$ cat src/rtl/core/tmcw_pkg.sv
`default_nettype none
package tmcw_pkg;
	localparam int SCREEN_COLUMNS = 80;
	localparam int SCREEN_ROWS = 25;
	localparam int CELL_COUNT = SCREEN_ROWS * SCREEN_COLUMNS;

	localparam int ROW_W = 5;
	localparam int COL_W = 7;
	localparam int CELL_W = 11;
	localparam int PTR_W = $clog2(CELL_COUNT + 1);
	localparam int WORD_W = 16;

	localparam logic [7:0] NEWLINE_CODE = 8'd10;
	localparam logic [7:0] BLANK_CODE = 8'h20;
	localparam logic [7:0] RESET_ATTR = 8'h07;

	localparam logic [CELL_W-1:0] LAST_ROW_POS = CELL_W'((SCREEN_ROWS - 1) * SCREEN_COLUMNS);

	typedef struct packed {
		logic en;
		logic newline;
	} cursor_step_t;

	typedef struct packed {
		logic [ROW_W-1:0]  row;
		logic [COL_W-1:0]  col;
		logic [CELL_W-1:0] pos;
	} cursor_t;
endpackage
`default_nettype wire

$ cat src/rtl/core/tmcw_cursor.sv
`default_nettype none
module tmcw_cursor (
	input  wire logic                   clk,
	input  wire logic                   arst_n,
	input  wire tmcw_pkg::cursor_step_t step,
	output tmcw_pkg::cursor_t           cursor,
	output logic                        scroll
);
	logic [tmcw_pkg::ROW_W-1:0]  row_q;
	logic [tmcw_pkg::COL_W-1:0]  col_q;
	logic [tmcw_pkg::CELL_W-1:0] pos_q;
	logic                        col_wrap;
	logic                        row_next;
	logic                        at_last;

	assign col_wrap = (col_q == tmcw_pkg::COL_W'(tmcw_pkg::SCREEN_COLUMNS - 1));
	assign row_next = step.newline || col_wrap;
	assign at_last = (row_q == tmcw_pkg::ROW_W'(tmcw_pkg::SCREEN_ROWS - 1));
	assign scroll = step.en && row_next && at_last;

	assign cursor.row = row_q;
	assign cursor.col = col_q;
	assign cursor.pos = pos_q;

	always_ff @(posedge clk or negedge arst_n) begin
		if (!arst_n) begin
			row_q <= '0;
			col_q <= '0;
			pos_q <= '0;
		end else if (step.en) begin
			if (row_next) begin
				col_q <= '0;
				if (at_last) begin
					pos_q <= tmcw_pkg::LAST_ROW_POS;
				end else begin
					row_q <= row_q + 1'b1;
					if (step.newline) begin
						pos_q <= pos_q - tmcw_pkg::CELL_W'(col_q)
							+ tmcw_pkg::CELL_W'(tmcw_pkg::SCREEN_COLUMNS);
					end else begin
						pos_q <= pos_q + 1'b1;
					end
				end
			end else begin
				col_q <= col_q + 1'b1;
				pos_q <= pos_q + 1'b1;
			end
		end
	end
endmodule
`default_nettype wire

$ cat config.mk
export PLATFORM = sky130hd
export DESIGN_NAME = tmcw_cursor
export DESIGN_NICKNAME = d
export VERILOG_FILES = /design/src/rtl/core/tmcw_pkg.sv /design/src/rtl/core/tmcw_cursor.sv
export SDC_FILE = /design/constraint.sdc
export NUM_CORES = 1
export LEC_CHECK = 0
export ABC_AREA = 1
export BUFFER_PORTS_ARGS = -buffer_cell sky130_fd_sc_hd__buf_2
export CAP_MARGIN = 20
export CORE_ASPECT_RATIO = 2
export CORE_MARGIN = 1
export CORE_UTILIZATION = 45
export CTS_BUF_LIST = sky130_fd_sc_hd__clkbuf_2 sky130_fd_sc_hd__clkbuf_4 sky130_fd_sc_hd__clkbuf_8
export CTS_CLUSTER_DIAMETER = 30
export DETAILED_ROUTE_END_ITERATION = 8
export PLACE_DENSITY = 0.75
export REMOVE_ABC_BUFFERS = 1
export SLEW_MARGIN = 0
export SYNTH_ARGS = -nofsm -noshare
export SYNTH_HDL_FRONTEND = slang
export SYNTH_SLANG_ARGS = --single-unit
$ cat constraint.sdc
create_clock -name clk -period 6.6 [get_ports clk]
set_clock_uncertainty 0.2 [all_clocks]
set_input_delay 0.33 -clock clk [delete_from_list [all_inputs] [get_ports clk]]
set_output_delay 0.33 -clock clk [all_outputs]
set_load 0.02 [all_outputs]
==> results by group <==
Outcome
  • Outcome: complete, no violations

Detailed routing
  • TritonRoute pass-1 iters: 5
  • Post-Route WL: 4820 um
  • Via count: 1845
  • Detailed-route DRC error count: 0
  • DR vias/cell: 5.20
  • Post-route ant nets: 0
  • DR WL/cell: between 10 and 15 um
  • Initial DRC Count: 70

CTS
  • Deepest clock path buffer count: 2
  • Post-CTS setup buffers: 0
  • CTS buffer count: 3
  • Clock Tree Root: clkbuf_8
  • PostCTS Resize Cnt: 0
  • Clock latency on the worst-skew pair: 0.28 ns
  • Clock transition at path regs: about 0.090 ns
  • H-tree depth: 1
  • # clock sinks: 23
  • CTS tree: done

Floorplanning
  • Placement row count: 33
  • Initial core utilization: 0.475
  • Ports: 28
  • Die extent in x: between 40 and 50 um
  • Die Y: approximately 96 um
  • CORE AREA: 4170 sq um
  • Die area: 4690 sq um

STA
  • RSZ-0062 raised after global routing: no
  • Hold Vio Cnt, Final: 0
  • PnR worst setup slack: 4.21 ns
  • Least-Margin Pin Slew: 0.563 ns
  • Minimum clock period: 2.39 ns
  • Final Setup Violations: 0
  • Tcrit/Tclk final: 0.362
  • Fin Setup TNS: 0 ns
  • Max-slew violations: 0
  • Fmax: around 420 MHz
  • Relative slew slack: 0.625

GRT
  • Largest net degree at the start of global routing: 24
  • Gr ovfl total: 0
  • Initial antenna violation count: 0
  • Vias in the first global route: between 1.5k and 2k
  • First-pass GRT wire length: 8310 um
  • GRT Total Usage: 0.232

Yosys
  • Top FF cell, synth: dfrtp_1
  • Mapped cell area: 1980 sq um
  • Synth unique cells: 32
  • Most frequent cell after synthesis: nand2_1
  • Post-synthesis cell count: 274
  • EDFF count, synth: 0
  • Yosys reg bits: 23
  • Mean post-synth cell area: 7.23 sq um
  • YS warnings: 0
  • Async SR Flop Fraction: 1.00
  • Yosys top cell area share: 0.290
  • Most instantiated cells after synthesis: nand2_1 (62), inv_1 (47), dfrtp_1 (23), nand3_1 (23), ha_1 (22)
  • Register area share after synthesis: 0.290
  • Cell taking the most area after synthesis: dfrtp_1
  • Synth area leaders: dfrtp_1 (29%), ha_1 (14%), nand2_1 (12%), inv_1 (8.9%), nand3_1 (5.8%)

Critical path
  • CP required: ~6.6 ns
  • R2r setup slk: around 4.2 ns
  • Critical path class: flop to flop
  • Maximum fanout along the worst path: 4
  • Worst setup EP type: flop
  • Type of origin of the critical path: flop
  • Worst EP arrival: 2.40 ns

Finish
  • Area growth syn-to-layout: 12.3%
  • Share of layout cells above drive strength 1: 0.145
  • NumNets Final: roughly 330
  • Finished Layout Cells: 355
  • Antenna cell count: 0
  • Fin area: 2230 sq um

Power
  • Combinational power share: 0.638
  • Internal Power: 471 uW
  • Switching share of total power: 0.532
  • Total Power: 1.01 mW
  • Register share of total power: 0.267
  • Psw: ~530 uW
  • Power per Cell Area: 452 nW/um^2
  • Peak supply drop: between 0.2 and 0.25 mV
  • Part of the power in the clock network: 0.094
  • P_leak: 1.19 nW

Placement
  • Placed insts: 350
  • PortBufs: 27
  • Placement Cell Area: 2170 sq um
  • DPL Wire Length: 3740 um
  • Pre-CTS setup slack: 4.23 ns
  • Routability cong.: ~0.87

Hold path
  • Min-Delay Path Class: input port to flop

Job
  • Max cap viols: 0
==> sequential cells by signal, summed over array words and instances, names as in the netlist <==
| register | cells |
|---|---|
| col_q | 7 |
| row_q | 5 |
| pos_q | 11 |
==> layout make-up <==
| cell class | count | area [sq um] |
|---|---|---|
| clock buffer | 3 | 41.3 |
| clock inverter | 1 | 5.00 |
| fill | 428 | 1940 |
| inverter | 49 | 184 |
| multi-input combinational | 199 | 1210 |
| sequential | 23 | 576 |
| tap | 52 | 65.1 |
| timing repair buffer | 28 | 145 |
==> cells in the final DEF, fill, tap and decap left out, drive strengths merged <==
master	netlist	final
ha	22	22
nor3	4	4
nand4	3	3
nor4	1	1
xnor2	1	1
clkinv	0	1
a21oi	18	18
fa	1	1
o21bai	2	2
xor2	9	9
nand3b	1	1
buf	1	27
dlygate4sd3	0	1
nor3b	1	1
nand2	65	65
o22ai	2	2
dfrtp	23	23
nand3	24	24
clkbuf	2	3
o21ai	18	18
a22oi	1	1
inv	49	49
mux2i	1	1
nor2	25	25
==> per-layer routing <==
layer  share of wire  wire, um  global-route usage  vias up
met5               0         0                   0        -
met4           0.028       136               0.113        0
met3           0.034       165              0.0253       10
met2            0.55      2630               0.453       46
met1            0.39      1880               0.240      852
li1                -         -                   -      937
==> logic make-up (layout without fill, tap and decap cells) <==
logic type	Yosys count	count (layout)	share of synthesized area
AOI/OAI and AO/OA	41	41	0.114
xor gates and xnor gates	10	10	0.0442
adders and majority gates	23	23	0.149
buffers and inverters	52	81	0.0991
DFF	23	23	0.290
muxes	1	1	0.00505
and+or+nand+nor	124	124	0.298
==> per-stage QoR <==
stage,hold WS (ns),util
after floorplan,-0.166,-
after global placement,0.151,0.520
after detailed placement,0.152,0.520
after CTS,0.266,0.534
after global routing,0.280,0.534
final,0.272,0.534
==> path summary, 6_finish.rpt <==
kind	start	end	cells after the start
setup / recovery	col_q[1]$_DFFE_PN0P_	pos_q[9]$_DFFE_PN0P_	12
hold / removal	step[1]	pos_q[8]$_DFFE_PN0P_	3
setup reg to reg	col_q[1]$_DFFE_PN0P_	pos_q[9]$_DFFE_PN0P_	12
hold reg to reg	col_q[6]$_DFFE_PN0P_	col_q[6]$_DFFE_PN0P_	1
max in group asynchronous	arst_n	col_q[5]$_DFFE_PN0P_	2
min in group asynchronous	arst_n	row_q[0]$_DFFE_PN0P_	2
==> power groups by stage <==
stage	combinational [mW]	sequential, mW	clock, mW
after floorplan	0.424	0.311	0
after global placement	0.626	0.268	0
after detailed placement	0.635	0.271	0
after CTS	0.641	0.268	0.0973
after global routing	0.739	0.277	0.101
final	0.642	0.269	0.0949
==> worst max-delay path, cell delays in order, from the launching register on <==
cell and delay (ns):
dfrtp_1 0.41, inv_1 0.08, ha_1 0.28, ha_1 0.18, inv_1 0.06, fa_1 0.35, inv_1 0.10, nand3_1 0.07
nand2_1 0.15, nand2_1 0.10, nand3b_1 0.09, nand3_1 0.09, a21oi_1 0.16
==> timing repair <==
action                                  CTS  global route
hold buffers                              1             0
endpoints found under the setup margin    0             0
endpoints found under the hold margin    23             0
Note: power is estimated with default switching activity, not from simulation.
